==> config.mk <==
export PLATFORM = sky130hd
export DESIGN_NAME = integer_radix_ascii_formatter_core_flat
export DESIGN_NICKNAME = d
export VERILOG_FILES = /design/src/design/irafmt_pkg.sv /design/src/design/irafmt_if.sv /design/src/design/integer_radix_ascii_formatter_core.sv /design/src/design/irafmt_dd_stage.sv /design/src/flat_wrapper.sv
export SDC_FILE = /design/constraint.sdc
export NUM_CORES = 1
export LEC_CHECK = 0
export BUFFER_PORTS_ARGS = -buffer_cell sky130_fd_sc_hd__buf_2
export CORE_MARGIN = 4
export CORE_UTILIZATION = 25
export DETAILED_ROUTE_END_ITERATION = 12
export GPL_ROUTABILITY_DRIVEN = 0
export PLACE_DENSITY = 0.51
export SYNTH_ARGS = -nofsm -noshare
export SYNTH_HDL_FRONTEND = slang
export SYNTH_SLANG_ARGS = --single-unit
==> constraint.sdc <==
create_clock -name clock -period 7.7 [get_ports clock]
set_input_delay 0.385 -clock clock [delete_from_list [all_inputs] [get_ports clock]]
set_output_delay 0.385 -clock clock [all_outputs]
set_load 0.01 [all_outputs]
==> src/design/irafmt_pkg.sv <==
// Shared types, constants and helpers of the integer radix ASCII formatter.
package irafmt_pkg;

   localparam int VALUE_W = 32;
   localparam int WIDTH_W = 6;
   localparam int DIG_W = 4;
   localparam int MAX_POS = 11;
   localparam int POS_W = 4;
   localparam int BCD_DIGITS = 10;
   localparam int BCD_W = BCD_DIGITS * DIG_W;
   localparam int DD_STAGES = 4;
   localparam int DD_STEPS = VALUE_W / DD_STAGES;

   localparam logic [2:0] ACT_SDEC = 3'd0;
   localparam logic [2:0] ACT_UDEC = 3'd1;
   localparam logic [2:0] ACT_HEXL = 3'd2;
   localparam logic [2:0] ACT_HEXU = 3'd3;
   localparam logic [2:0] ACT_OCT = 3'd4;

   localparam logic [POS_W-1:0] POS_DEC = 4'd10;
   localparam logic [POS_W-1:0] POS_HEX = 4'd8;
   localparam logic [POS_W-1:0] POS_OCT = 4'd11;

   localparam logic [7:0] CHAR_MINUS = 8'h2D;
   localparam logic [7:0] CHAR_ZERO = 8'h30;
   localparam logic [7:0] CHAR_SPACE = 8'h20;
   localparam logic [7:0] CHAR_LOWER_A = 8'h61;
   localparam logic [7:0] CHAR_UPPER_A = 8'h41;

   typedef enum logic [1:0] {
      RAD_DEC,
      RAD_HEX,
      RAD_OCT
   } radix_type;

   // Decoded request as it travels down the pipeline.
   typedef struct packed {
      radix_type             radix;
      logic                  upper;
      logic                  neg;
      logic                  zero_fill;
      logic [WIDTH_W-1:0]    width;
      logic [VALUE_W-1:0]    mag;
   } item_type;

   function automatic logic [7:0] digit_char(input logic [DIG_W-1:0] d, input logic upper);
      logic [7:0] base;
      base = upper ? CHAR_UPPER_A : CHAR_LOWER_A;
      if (d <= 4'd9) begin
         return CHAR_ZERO + {4'd0, d};
      end
      return base + {4'd0, d} - 8'd10;
   endfunction

endpackage

==> src/design/irafmt_if.sv <==
// Request and response channel interfaces of the radix formatter.
interface irafmt_req_if;
   logic        valid;
   logic        ready;
   logic [2:0]  action;
   logic [31:0] value;
   logic [5:0]  pad_width;
   logic        zero_fill;

   modport source (output valid, output action, output value, output pad_width,
                   output zero_fill, input ready);
   modport sink (input valid, input action, input value, input pad_width,
                 input zero_fill, output ready);
endinterface

interface irafmt_rsp_if;
   logic       valid;
   logic       ready;
   logic [7:0] char_out;
   logic       last;

   modport source (output valid, output char_out, output last, input ready);
   modport sink (input valid, input char_out, input last, output ready);
endinterface

==> src/design/integer_radix_ascii_formatter_core.sv <==
// Top level of the integer radix ASCII formatter: decode, BCD pipeline, digit pack, serializer.
// An accepted request passes the decode stage, four double-dabble stages, digit pack, serializer
// and response register before its first character reaches the response channel.
// Throughput: one character per cycle while the response channel is ready; a request sends
// one to eleven characters, set by the single-character serializer at the end of the pipeline.
// Reset is synchronous and active high; it clears every valid bit and the serializer.
module integer_radix_ascii_formatter_core (
   input  logic         clock,
   input  logic         reset,
   irafmt_req_if.sink   req_chan,
   irafmt_rsp_if.source rsp_chan
);
   import irafmt_pkg::*;

   // ---------------------------------------------------------------------------------------
   // Stage 1: decode the action, negate negative signed values and trim the field width.
   // ---------------------------------------------------------------------------------------
   logic      s1_valid_ff;
   item_type  s1_item_ff, s1_item_in;
   logic      s1_load;

   always_comb begin
      s1_item_in.upper = 1'b0;
      s1_item_in.neg = 1'b0;
      s1_item_in.zero_fill = req_chan.zero_fill;
      s1_item_in.width = req_chan.pad_width;
      s1_item_in.mag = req_chan.value;
      case (req_chan.action)
         ACT_HEXL: s1_item_in.radix = RAD_HEX;
         ACT_HEXU: begin
            s1_item_in.radix = RAD_HEX;
            s1_item_in.upper = 1'b1;
         end
         ACT_OCT: s1_item_in.radix = RAD_OCT;
         default: s1_item_in.radix = RAD_DEC;
      endcase
      if (req_chan.action == ACT_SDEC && req_chan.value[VALUE_W-1]) begin
         // The sign takes one column of the field; the width never wraps below zero.
         s1_item_in.neg = 1'b1;
         s1_item_in.mag = ~req_chan.value + 32'd1;
         s1_item_in.width = (req_chan.pad_width != '0) ? req_chan.pad_width - 6'd1 : '0;
      end
   end

   always_ff @(posedge clock) begin
      if (reset) begin
         s1_valid_ff <= 1'b0;
      end else if (s1_load) begin
         s1_valid_ff <= req_chan.valid;
      end
   end

   always_ff @(posedge clock) begin
      if (s1_load) begin
         s1_item_ff <= s1_item_in;
      end
   end

   // ---------------------------------------------------------------------------------------
   // Stages 2 to 5: double dabble, eight bits of the magnitude per stage. Hex and octal
   // requests ride along; their digits come straight from the magnitude later on.
   // ---------------------------------------------------------------------------------------
   logic              dd_valid [DD_STAGES+1];
   item_type          dd_item  [DD_STAGES+1];
   logic [BCD_W-1:0]  dd_bcd   [DD_STAGES+1];
   logic [VALUE_W-1:0] dd_bin  [DD_STAGES+1];
   logic              dd_load  [DD_STAGES];
   logic              s6_load;

   assign dd_valid[0] = s1_valid_ff;
   assign dd_item[0] = s1_item_ff;
   assign dd_bcd[0] = '0;
   assign dd_bin[0] = s1_item_ff.mag;

   for (genvar g = 0; g < DD_STAGES; g++) begin : g_dd
      irafmt_dd_stage u_stage (
         .clock     (clock),
         .reset     (reset),
         .load      (dd_load[g]),
         .in_valid  (dd_valid[g]),
         .in_item   (dd_item[g]),
         .in_bcd    (dd_bcd[g]),
         .in_bin    (dd_bin[g]),
         .out_valid (dd_valid[g+1]),
         .out_item  (dd_item[g+1]),
         .out_bcd   (dd_bcd[g+1]),
         .out_bin   (dd_bin[g+1])
      );
   end

   // A stage takes new data when it is empty or when the stage after it moves on.
   always_comb begin
      logic nxt;
      nxt = s6_load;
      for (int k = DD_STAGES - 1; k >= 0; k--) begin
         dd_load[k] = !dd_valid[k+1] || nxt;
         nxt = dd_load[k];
      end
   end

   assign s1_load = !s1_valid_ff || dd_load[0];
   assign req_chan.ready = s1_load;

   // ---------------------------------------------------------------------------------------
   // Stage 6: gather the digit positions, find the significant digit count and the number
   // of positions to send (the larger of the digit count and the clamped field width).
   // ---------------------------------------------------------------------------------------
   logic                  s6_valid_ff;
   logic [DIG_W-1:0]      s6_dig_ff [MAX_POS];
   logic [DIG_W-1:0]      s6_dig_in [MAX_POS];
   logic [POS_W-1:0]      s6_ndig_ff, s6_ndig_in;
   logic [POS_W-1:0]      s6_len_ff, s6_len_in;
   logic                  s6_neg_ff, s6_upper_ff, s6_zero_fill_ff;

   always_comb begin
      item_type          it;
      logic [POS_W-1:0]  npos;
      logic [POS_W-1:0]  wclamp;
      it = dd_item[DD_STAGES];
      for (int p = 0; p < MAX_POS; p++) begin
         s6_dig_in[p] = '0;
      end
      case (it.radix)
         RAD_HEX: begin
            npos = POS_HEX;
            for (int p = 0; p < 8; p++) begin
               s6_dig_in[p] = it.mag[p*4 +: 4];
            end
         end
         RAD_OCT: begin
            npos = POS_OCT;
            for (int p = 0; p < 10; p++) begin
               s6_dig_in[p] = {1'b0, it.mag[p*3 +: 3]};
            end
            s6_dig_in[10] = {2'b00, it.mag[31:30]};
         end
         default: begin
            npos = POS_DEC;
            for (int p = 0; p < BCD_DIGITS; p++) begin
               s6_dig_in[p] = dd_bcd[DD_STAGES][p*DIG_W +: DIG_W];
            end
         end
      endcase
      // A zero value still sends its least significant digit.
      s6_ndig_in = 4'd1;
      for (int p = 1; p < MAX_POS; p++) begin
         if (s6_dig_in[p] != '0) begin
            s6_ndig_in = POS_W'(p + 1);
         end
      end
      wclamp = (it.width < {2'b00, npos}) ? it.width[POS_W-1:0] : npos;
      s6_len_in = (wclamp > s6_ndig_in) ? wclamp : s6_ndig_in;
   end

   always_ff @(posedge clock) begin
      if (reset) begin
         s6_valid_ff <= 1'b0;
      end else if (s6_load) begin
         s6_valid_ff <= dd_valid[DD_STAGES];
      end
   end

   always_ff @(posedge clock) begin
      if (s6_load) begin
         s6_dig_ff <= s6_dig_in;
         s6_ndig_ff <= s6_ndig_in;
         s6_len_ff <= s6_len_in;
         s6_neg_ff <= dd_item[DD_STAGES].neg;
         s6_upper_ff <= dd_item[DD_STAGES].upper;
         s6_zero_fill_ff <= dd_item[DD_STAGES].zero_fill;
      end
   end

   // ---------------------------------------------------------------------------------------
   // Serializer: sends the sign, then positions from the highest down to one. Positions
   // above the digit count are fill characters. The response register sits behind it, so
   // a waiting character never blocks the pipeline from filling up behind it.
   // ---------------------------------------------------------------------------------------
   logic              ser_valid_ff, ser_valid_in;
   logic              ser_sign_ff, ser_sign_in;
   logic [POS_W-1:0]  ser_pos_ff, ser_pos_in;
   logic [POS_W-1:0]  ser_ndig_ff;
   logic [DIG_W-1:0]  ser_dig_ff [MAX_POS];
   logic              ser_upper_ff, ser_zero_fill_ff;
   logic              ser_load;

   logic              rsp_valid_ff, rsp_valid_in;
   logic [7:0]        rsp_char_ff, rsp_char_in;
   logic              rsp_last_ff, rsp_last_in;

   logic              out_free;
   logic              emit;
   logic              emit_last;

   assign out_free = !rsp_valid_ff || rsp_chan.ready;
   assign emit = ser_valid_ff && out_free;
   assign emit_last = !ser_sign_ff && ser_pos_ff == 4'd1;
   assign ser_load = !ser_valid_ff || (emit && emit_last);
   assign s6_load = !s6_valid_ff || ser_load;

   always_comb begin
      logic [POS_W-1:0] idx;
      idx = ser_pos_ff - 4'd1;
      if (ser_sign_ff) begin
         rsp_char_in = CHAR_MINUS;
      end else if (ser_pos_ff > ser_ndig_ff) begin
         rsp_char_in = ser_zero_fill_ff ? CHAR_ZERO : CHAR_SPACE;
      end else begin
         rsp_char_in = digit_char(ser_dig_ff[idx], ser_upper_ff);
      end
      rsp_last_in = emit_last;
   end

   always_comb begin
      ser_valid_in = ser_valid_ff;
      ser_sign_in = ser_sign_ff;
      ser_pos_in = ser_pos_ff;
      if (ser_load) begin
         ser_valid_in = s6_valid_ff;
         ser_sign_in = s6_neg_ff;
         ser_pos_in = s6_len_ff;
      end else if (emit) begin
         if (ser_sign_ff) begin
            ser_sign_in = 1'b0;
         end else begin
            ser_pos_in = ser_pos_ff - 4'd1;
         end
      end
      if (emit) begin
         rsp_valid_in = 1'b1;
      end else if (rsp_chan.ready) begin
         rsp_valid_in = 1'b0;
      end else begin
         rsp_valid_in = rsp_valid_ff;
      end
   end

   always_ff @(posedge clock) begin
      if (reset) begin
         ser_valid_ff <= 1'b0;
         ser_sign_ff <= 1'b0;
         ser_pos_ff <= '0;
         rsp_valid_ff <= 1'b0;
      end else begin
         ser_valid_ff <= ser_valid_in;
         ser_sign_ff <= ser_sign_in;
         ser_pos_ff <= ser_pos_in;
         rsp_valid_ff <= rsp_valid_in;
      end
   end

   always_ff @(posedge clock) begin
      if (ser_load) begin
         ser_ndig_ff <= s6_ndig_ff;
         ser_dig_ff <= s6_dig_ff;
         ser_upper_ff <= s6_upper_ff;
         ser_zero_fill_ff <= s6_zero_fill_ff;
      end
      if (emit) begin
         rsp_char_ff <= rsp_char_in;
         rsp_last_ff <= rsp_last_in;
      end
   end

   assign rsp_chan.valid = rsp_valid_ff;
   assign rsp_chan.char_out = rsp_char_ff;
   assign rsp_chan.last = rsp_last_ff;

   // ---------------------------------------------------------------------------------------
   // Assertions.
   // ---------------------------------------------------------------------------------------

   // A busy serializer always has a position left between one and eleven.
   a_ser_pos_range: assert property (@(posedge clock) disable iff (reset)
      ser_valid_ff |-> (ser_pos_ff >= 4'd1 && ser_pos_ff <= 4'd11))
      else $error("serializer position out of range");

   // A packed request that the serializer cannot take stays put.
   a_s6_hold: assert property (@(posedge clock) disable iff (reset)
      (s6_valid_ff && !ser_load) |=> (s6_valid_ff && $stable(s6_len_ff)))
      else $error("stage six lost a request while stalled");

   // Each rise of the response valid comes from a character of a busy serializer.
   a_emit_source: assert property (@(posedge clock) disable iff (reset)
      ($rose(rsp_valid_ff)) |-> $past(ser_valid_ff))
      else $error("response valid without a serializer request");

   // Once the last character is sent and no packed request waits, the serializer goes idle.
   a_last_reload: assert property (@(posedge clock) disable iff (reset)
      (emit && emit_last && !s6_valid_ff) |=> !ser_valid_ff)
      else $error("serializer kept running after the last character");

endmodule

==> src/design/irafmt_dd_stage.sv <==
// One registered stage of the pipelined binary to BCD double-dabble converter.
module irafmt_dd_stage (
   input  logic                         clock,
   input  logic                         reset,
   input  logic                         load,
   input  logic                         in_valid,
   input  irafmt_pkg::item_type         in_item,
   input  logic [irafmt_pkg::BCD_W-1:0] in_bcd,
   input  logic [irafmt_pkg::VALUE_W-1:0] in_bin,
   output logic                         out_valid,
   output irafmt_pkg::item_type         out_item,
   output logic [irafmt_pkg::BCD_W-1:0] out_bcd,
   output logic [irafmt_pkg::VALUE_W-1:0] out_bin
);
   import irafmt_pkg::*;

   logic                 valid_ff;
   item_type             item_ff;
   logic [BCD_W-1:0]     bcd_ff, bcd_in;
   logic [VALUE_W-1:0]   bin_ff, bin_in;

   // Each step adds three to any digit of five or more, then shifts one bit in.
   always_comb begin
      logic [BCD_W-1:0]   b;
      logic [VALUE_W-1:0] s;
      b = in_bcd;
      s = in_bin;
      for (int st = 0; st < DD_STEPS; st++) begin
         for (int d = 0; d < BCD_DIGITS; d++) begin
            if (b[d*DIG_W +: DIG_W] >= 4'd5) begin
               b[d*DIG_W +: DIG_W] = b[d*DIG_W +: DIG_W] + 4'd3;
            end
         end
         b = {b[BCD_W-2:0], s[VALUE_W-1]};
         s = {s[VALUE_W-2:0], 1'b0};
      end
      bcd_in = b;
      bin_in = s;
   end

   always_ff @(posedge clock) begin
      if (reset) begin
         valid_ff <= 1'b0;
      end else if (load) begin
         valid_ff <= in_valid;
      end
   end

   always_ff @(posedge clock) begin
      if (load) begin
         item_ff <= in_item;
         bcd_ff <= bcd_in;
         bin_ff <= bin_in;
      end
   end

   assign out_valid = valid_ff;
   assign out_item = item_ff;
   assign out_bcd = bcd_ff;
   assign out_bin = bin_ff;

endmodule
==> src/flat_wrapper.sv <==
// flat-port wrapper written by rule: the top's interface ports become plain ports
module integer_radix_ascii_formatter_core_flat import irafmt_pkg::*;
  (clock, reset, req_chan_valid, req_chan_action, req_chan_value, req_chan_pad_width, req_chan_zero_fill, req_chan_ready, rsp_chan_valid, rsp_chan_char_out, rsp_chan_last, rsp_chan_ready);
  irafmt_req_if req_chan_i ();
  irafmt_rsp_if rsp_chan_i ();
  input  logic clock;
  input  logic reset;
  input wire logic [$bits(req_chan_i.valid)-1:0] req_chan_valid;
  input wire logic [$bits(req_chan_i.action)-1:0] req_chan_action;
  input wire logic [$bits(req_chan_i.value)-1:0] req_chan_value;
  input wire logic [$bits(req_chan_i.pad_width)-1:0] req_chan_pad_width;
  input wire logic [$bits(req_chan_i.zero_fill)-1:0] req_chan_zero_fill;
  output wire logic [$bits(req_chan_i.ready)-1:0] req_chan_ready;
  output wire logic [$bits(rsp_chan_i.valid)-1:0] rsp_chan_valid;
  output wire logic [$bits(rsp_chan_i.char_out)-1:0] rsp_chan_char_out;
  output wire logic [$bits(rsp_chan_i.last)-1:0] rsp_chan_last;
  input wire logic [$bits(rsp_chan_i.ready)-1:0] rsp_chan_ready;
  assign req_chan_i.valid = req_chan_valid;
  assign req_chan_i.action = req_chan_action;
  assign req_chan_i.value = req_chan_value;
  assign req_chan_i.pad_width = req_chan_pad_width;
  assign req_chan_i.zero_fill = req_chan_zero_fill;
  assign req_chan_ready = req_chan_i.ready;
  assign rsp_chan_valid = rsp_chan_i.valid;
  assign rsp_chan_char_out = rsp_chan_i.char_out;
  assign rsp_chan_last = rsp_chan_i.last;
  assign rsp_chan_i.ready = rsp_chan_ready;
  integer_radix_ascii_formatter_core u_core (.clock(clock), .reset(reset), .req_chan(req_chan_i), .rsp_chan(rsp_chan_i));
endmodule
==> impl_summary.md <==
Outcome
The flow ran to the end, and the final reports show no timing, DRC or antenna violations.

Global route
The global-route wire length before repair is 134000 um. Entering global routing, the biggest net connects 75 pins. The initial antenna violation count is 3. The number of global-route vias before repair was 26500.

The global-route usage over all layers is 0.105. The global route total overflow is 0.

Finish
The fraction of layout instances using a drive strength above 1 is 0.114. Once layout is complete, the cells apart from fillers number 5852. The filler cells instantiated in the layout total 14900. The area added between synthesis and finish is 11.9%. The repair_antennas step left the layout with diodes totalling 0. The number of nets in the layout is 4132.

Synthesis
The sequential area share after synthesis is 0.363. For this run, the number of Yosys warnings is 0. The most used flip-flop cell after synthesis is sky130_fd_sc_hd__edfxtp_1. In this run, synthesis inferred 422 flip-flops with an integrated enable. The number of nets handed over by synthesis was 4102. The mapped netlist covers 0.0356 sq mm.

The post-synthesis sequential element count is 435. Yosys instantiated no cell more often than sky130_fd_sc_hd__edfxtp_1. Synthesis produced 3896 cells. The average cell area after synthesis is 9.15 sq um.

The share of flip-flops with an asynchronous set or reset after synthesis is 0. Summed over all instances, the cell type with the most area after synthesis is sky130_fd_sc_hd__edfxtp_1. The netlist uses 140 different library cells. The fraction of post-synthesis cell area in the top cell type by area is 0.356. The commonest cells after synthesis are sky130_fd_sc_hd__edfxtp_1 (422), sky130_fd_sc_hd__nand2_1 (347), sky130_fd_sc_hd__nor2_1 (294), sky130_fd_sc_hd__o21ai_0 (278), sky130_fd_sc_hd__a21oi_1 (235). In the post-synthesis netlist, the biggest area contributors are sky130_fd_sc_hd__edfxtp_1 (36%), sky130_fd_sc_hd__ha_1 (5.6%), sky130_fd_sc_hd__o21ai_0 (3.9%).

Place
Including well taps, the total number of placed cells is 5760. The total half-perimeter wirelength after legalization and detailed placement is 60900 um. Port buffering added 55 buffers. The placement-stage worst setup slack is 0.309 ns.

Worst hold path
The cell count of the worst hold path is 2. The hold path endpoint is u_core.dd_item[214]$_SDFFCE_PN0P_. In this run the worst hold path is classified as in2reg.

In this run the most critical hold path is launched from req_chan_action[1].

Setup path
The register-to-register setup slack is 0.51 ns. The most prevalent standard cell on the critical path is sky130_fd_sc_hd__ha_1. The buffer and inverter count on the worst path is 4. The family of cells with the greatest summed delay on the critical path is compound AO/OA/AOI/OAI gates. Of all nets on the critical path, the largest fanout is 6. The startpoint class of the critical path is a flip-flop.

The endpoint type of the worst setup path is a flip-flop. The largest individual stage delay along the critical path comes from the cell sky130_fd_sc_hd__edfxtp_1. The worst stage delay on the critical path is 0.44 ns. The worst setup path category is reg2reg.

Data arrives at the worst endpoint at 7.54 ns. The capture instance of the worst register-to-register path is u_core.g_dd[3].u_stage.out_bcd[29]$_DFFE_PP_. In this run the critical register-to-register path is launched from u_core.g_dd[2].u_stage.out_bcd[20]$_DFFE_PP_. The data required time of the critical path is 8.04 ns. For the worst flop-to-flop path, the logic depth is 34.

Drt
The count of antenna-violating nets left after detailed routing is 0. The first TritonRoute pass finished after 6 iterations. The remaining design rule violation count is 0.

The total number of vias is 29200. Summed over all layers, the routed wires come to 81100 um. The via-per-instance ratio is 4.98.

The starting DRC count in detailed routing is 1797. The mean routed wirelength per cell is 13.9 um.

STA
The final worst slack is 0.506 ns. The post-route clock skew is 0.0333 ns. Setup violations remaining at the end of the flow were counted as 0.

The relative slew slack is 0.282. Based on the critical path, the design can be clocked at up to 139 MHz. The total count of max-transition violations in the final report is 0. The number of failing hold endpoints at the final stage is 0. Counting I/O delays and the setup requirement, the final critical path takes 7.19 ns. At the pin with the least slew margin, the transition time is 1.07 ns. The share of the cycle needed by the critical path after routing is 0.934.

CTS
At the later pin of the worst-skew pair, clock insertion delay measures 0.61 ns. The number of H-tree levels is 2. The number of CTS-inserted buffers is 49.

The clock transition at the registers of the reported paths is 0.06 ns. The longest clock path from root to sink contains 3 buffers. The clock root buffer is sky130_fd_sc_hd__clkbuf_16.

CTS saw 435 sinks. The clock tree from TritonCTS is built.

Floorplan
In this run the vertical extent of the chip is 386 um. The width of the die is 386 um. The die area is 0.149 sq mm. The floorplan has 138 rows.

In this run the standard cell core region covers 0.142 sq mm. The initial standard-cell utilization of the core is 0.252. The number of placed I/O pins is 57.

Flow run
Across the run, the number of max-cap violations was 0.
-- worst reg2reg max path, delay by kind of cell (launching register included) --
kind / cells / cell delay (ns)
AO/OA/AOI/OAI: 13 / 2.81
AND/OR/NAND/NOR: 10 / 1.79
adder cells (fa/ha/maj): 6 / 1.32
flip-flops: 1 / 0.44
buffers and inverters: 4 / 0.36
multiplexers: 1 / 0.26
-- metal layers --
| layer | track usage | vias up | part of all wire |
|---|---|---|---|
| met4 | 0.0177 | 0 | 0.014 |
| li1 | - | 15000 | - |
| met5 | 0 | - | 0 |
| met3 | 0.0114 | 77 | 0.032 |
| met1 | 0.153 | 13700 | 0.51 |
| met2 | 0.167 | 390 | 0.45 |
-- what timing repair did --
action                                 CTS  global route
buffers inserted                         0             2
gates resized for setup                  0            27
hold buffers                             3             0
endpoints found under the hold margin    3             0
setup endpoints to repair                0            32
-- area by class of cell --
cell class | count | area, sq um | share of cell area
flip-flops and latches | 435 | 12900 | 0.324
inverters | 234 | 882 | 0.0221
well taps | 1890 | 2360 | 0.0593
repair buffers | 101 | 628 | 0.0158
multi-input cells | 3105 | 21400 | 0.538
clock inverters | 33 | 374 | 0.00938
clock buffers | 54 | 1240 | 0.0312
-- stage by stage --
step                hold WS (ns)  TNS [ns]  cell area (sq um)  utilization
finish                    0.0775         0              39900        0.282
CTS                       0.0261         0              39700        0.281
detailed placement         0.405         0              38100        0.269
floorplan                  0.400         0              35600            -
global placement           0.401         0              38100        0.269
global route              0.0570   -0.0534              39900        0.282
-- layout by cell type, fill, tap and decap left out, types with 36 or more instances in the layout --
cell,instances
sky130_fd_sc_hd__a211oi_1,62
sky130_fd_sc_hd__a21o_1,51
sky130_fd_sc_hd__a22oi_1,47
sky130_fd_sc_hd__nand2b_1,83
sky130_fd_sc_hd__ha_1,158
sky130_fd_sc_hd__mux2i_1,97
sky130_fd_sc_hd__clkbuf_16,49
sky130_fd_sc_hd__mux2_2,63
sky130_fd_sc_hd__nand3_1,70
sky130_fd_sc_hd__a21oi_1,235
sky130_fd_sc_hd__and2_1,58
sky130_fd_sc_hd__nor3_1,103
sky130_fd_sc_hd__xnor2_1,84
sky130_fd_sc_hd__xor2_1,42
sky130_fd_sc_hd__o21a_1,43
sky130_fd_sc_hd__o21ai_1,49
sky130_fd_sc_hd__nor4_1,36
sky130_fd_sc_hd__buf_4,43
sky130_fd_sc_hd__inv_1,216
sky130_fd_sc_hd__edfxtp_1,422
sky130_fd_sc_hd__buf_2,55
sky130_fd_sc_hd__a31oi_1,55
sky130_fd_sc_hd__o211ai_1,63
sky130_fd_sc_hd__o21ai_0,271
sky130_fd_sc_hd__nor2b_1,48
sky130_fd_sc_hd__nor2_1,292
sky130_fd_sc_hd__o22ai_1,47
sky130_fd_sc_hd__nand2_1,345
-- sequential cells by signal, indices dropped and copies added, names as in the netlist --
| name | cells |
|---|---|
| u_core.s6_len_ff | 4 |
| u_core.rsp_chan.valid | 1 |
| u_core.ser_dig_ff | 42 |
| u_core.s6_neg_ff | 1 |
| u_core.g_dd.u_stage.out_valid | 4 |
| u_core.rsp_chan.last | 1 |
| u_core.rsp_chan.char_out | 7 |
| u_core.s6_dig_ff | 42 |
| u_core.dd_bin | 32 |
| u_core.s6_valid_ff | 1 |
| u_core.ser_pos_ff | 4 |
| u_core.ser_zero_fill_ff | 1 |
| u_core.s1_valid_ff | 1 |
| u_core.g_dd.u_stage.out_bcd | 98 |
| u_core.ser_sign_ff | 1 |
| u_core.ser_upper_ff | 1 |
| u_core.ser_ndig_ff | 4 |
| u_core.dd_item | 11 |
| u_core.ser_valid_ff | 1 |
| u_core.s6_upper_ff | 1 |
| u_core.g_dd.u_stage.out_item | 172 |
| u_core.s6_zero_fill_ff | 1 |
| u_core.s6_ndig_ff | 4 |
-- worst max-delay path by stage --
stage / slack, ns / to / cells past startpoint / start
detailed placement: 0.31 / u_core.g_dd[3].u_stage.out_bcd[5]$_DFFE_PP_ / 31 / u_core.g_dd[2].u_stage.out_bcd[1]$_DFFE_PP_
global route: -0.03 / u_core.g_dd[3].u_stage.out_bcd[37]$_DFFE_PP_ / 34 / u_core.g_dd[2].u_stage.out_bcd[20]$_DFFE_PP_
floorplan: 1.24 / u_core.g_dd[2].u_stage.out_bcd[16]$_DFFE_PP_ / 36 / u_core.g_dd[1].u_stage.out_bcd[8]$_DFFE_PP_
global placement: 0.36 / u_core.g_dd[3].u_stage.out_bcd[5]$_DFFE_PP_ / 29 / u_core.g_dd[2].u_stage.out_bcd[1]$_DFFE_PP_
CTS: 0.30 / u_core.g_dd[3].u_stage.out_bcd[5]$_DFFE_PP_ / 31 / u_core.g_dd[2].u_stage.out_bcd[1]$_DFFE_PP_
finish: 0.51 / u_core.g_dd[3].u_stage.out_bcd[29]$_DFFE_PP_ / 34 / u_core.g_dd[2].u_stage.out_bcd[20]$_DFFE_PP_
-- cells by family after synthesis --
| logic type | synth area share |
|---|---|
| other cells | 0.000105 |
| fa+ha+maj | 0.0579 |
| buf+inv | 0.0394 |
| compound gates | 0.274 |
| simple gates | 0.171 |
| mux | 0.0560 |
| flops | 0.363 |
| xor+xnor | 0.0390 |
Power is not shown: default switching activity piles up to over one toggle a cycle in this logic, so the estimate is an artifact.
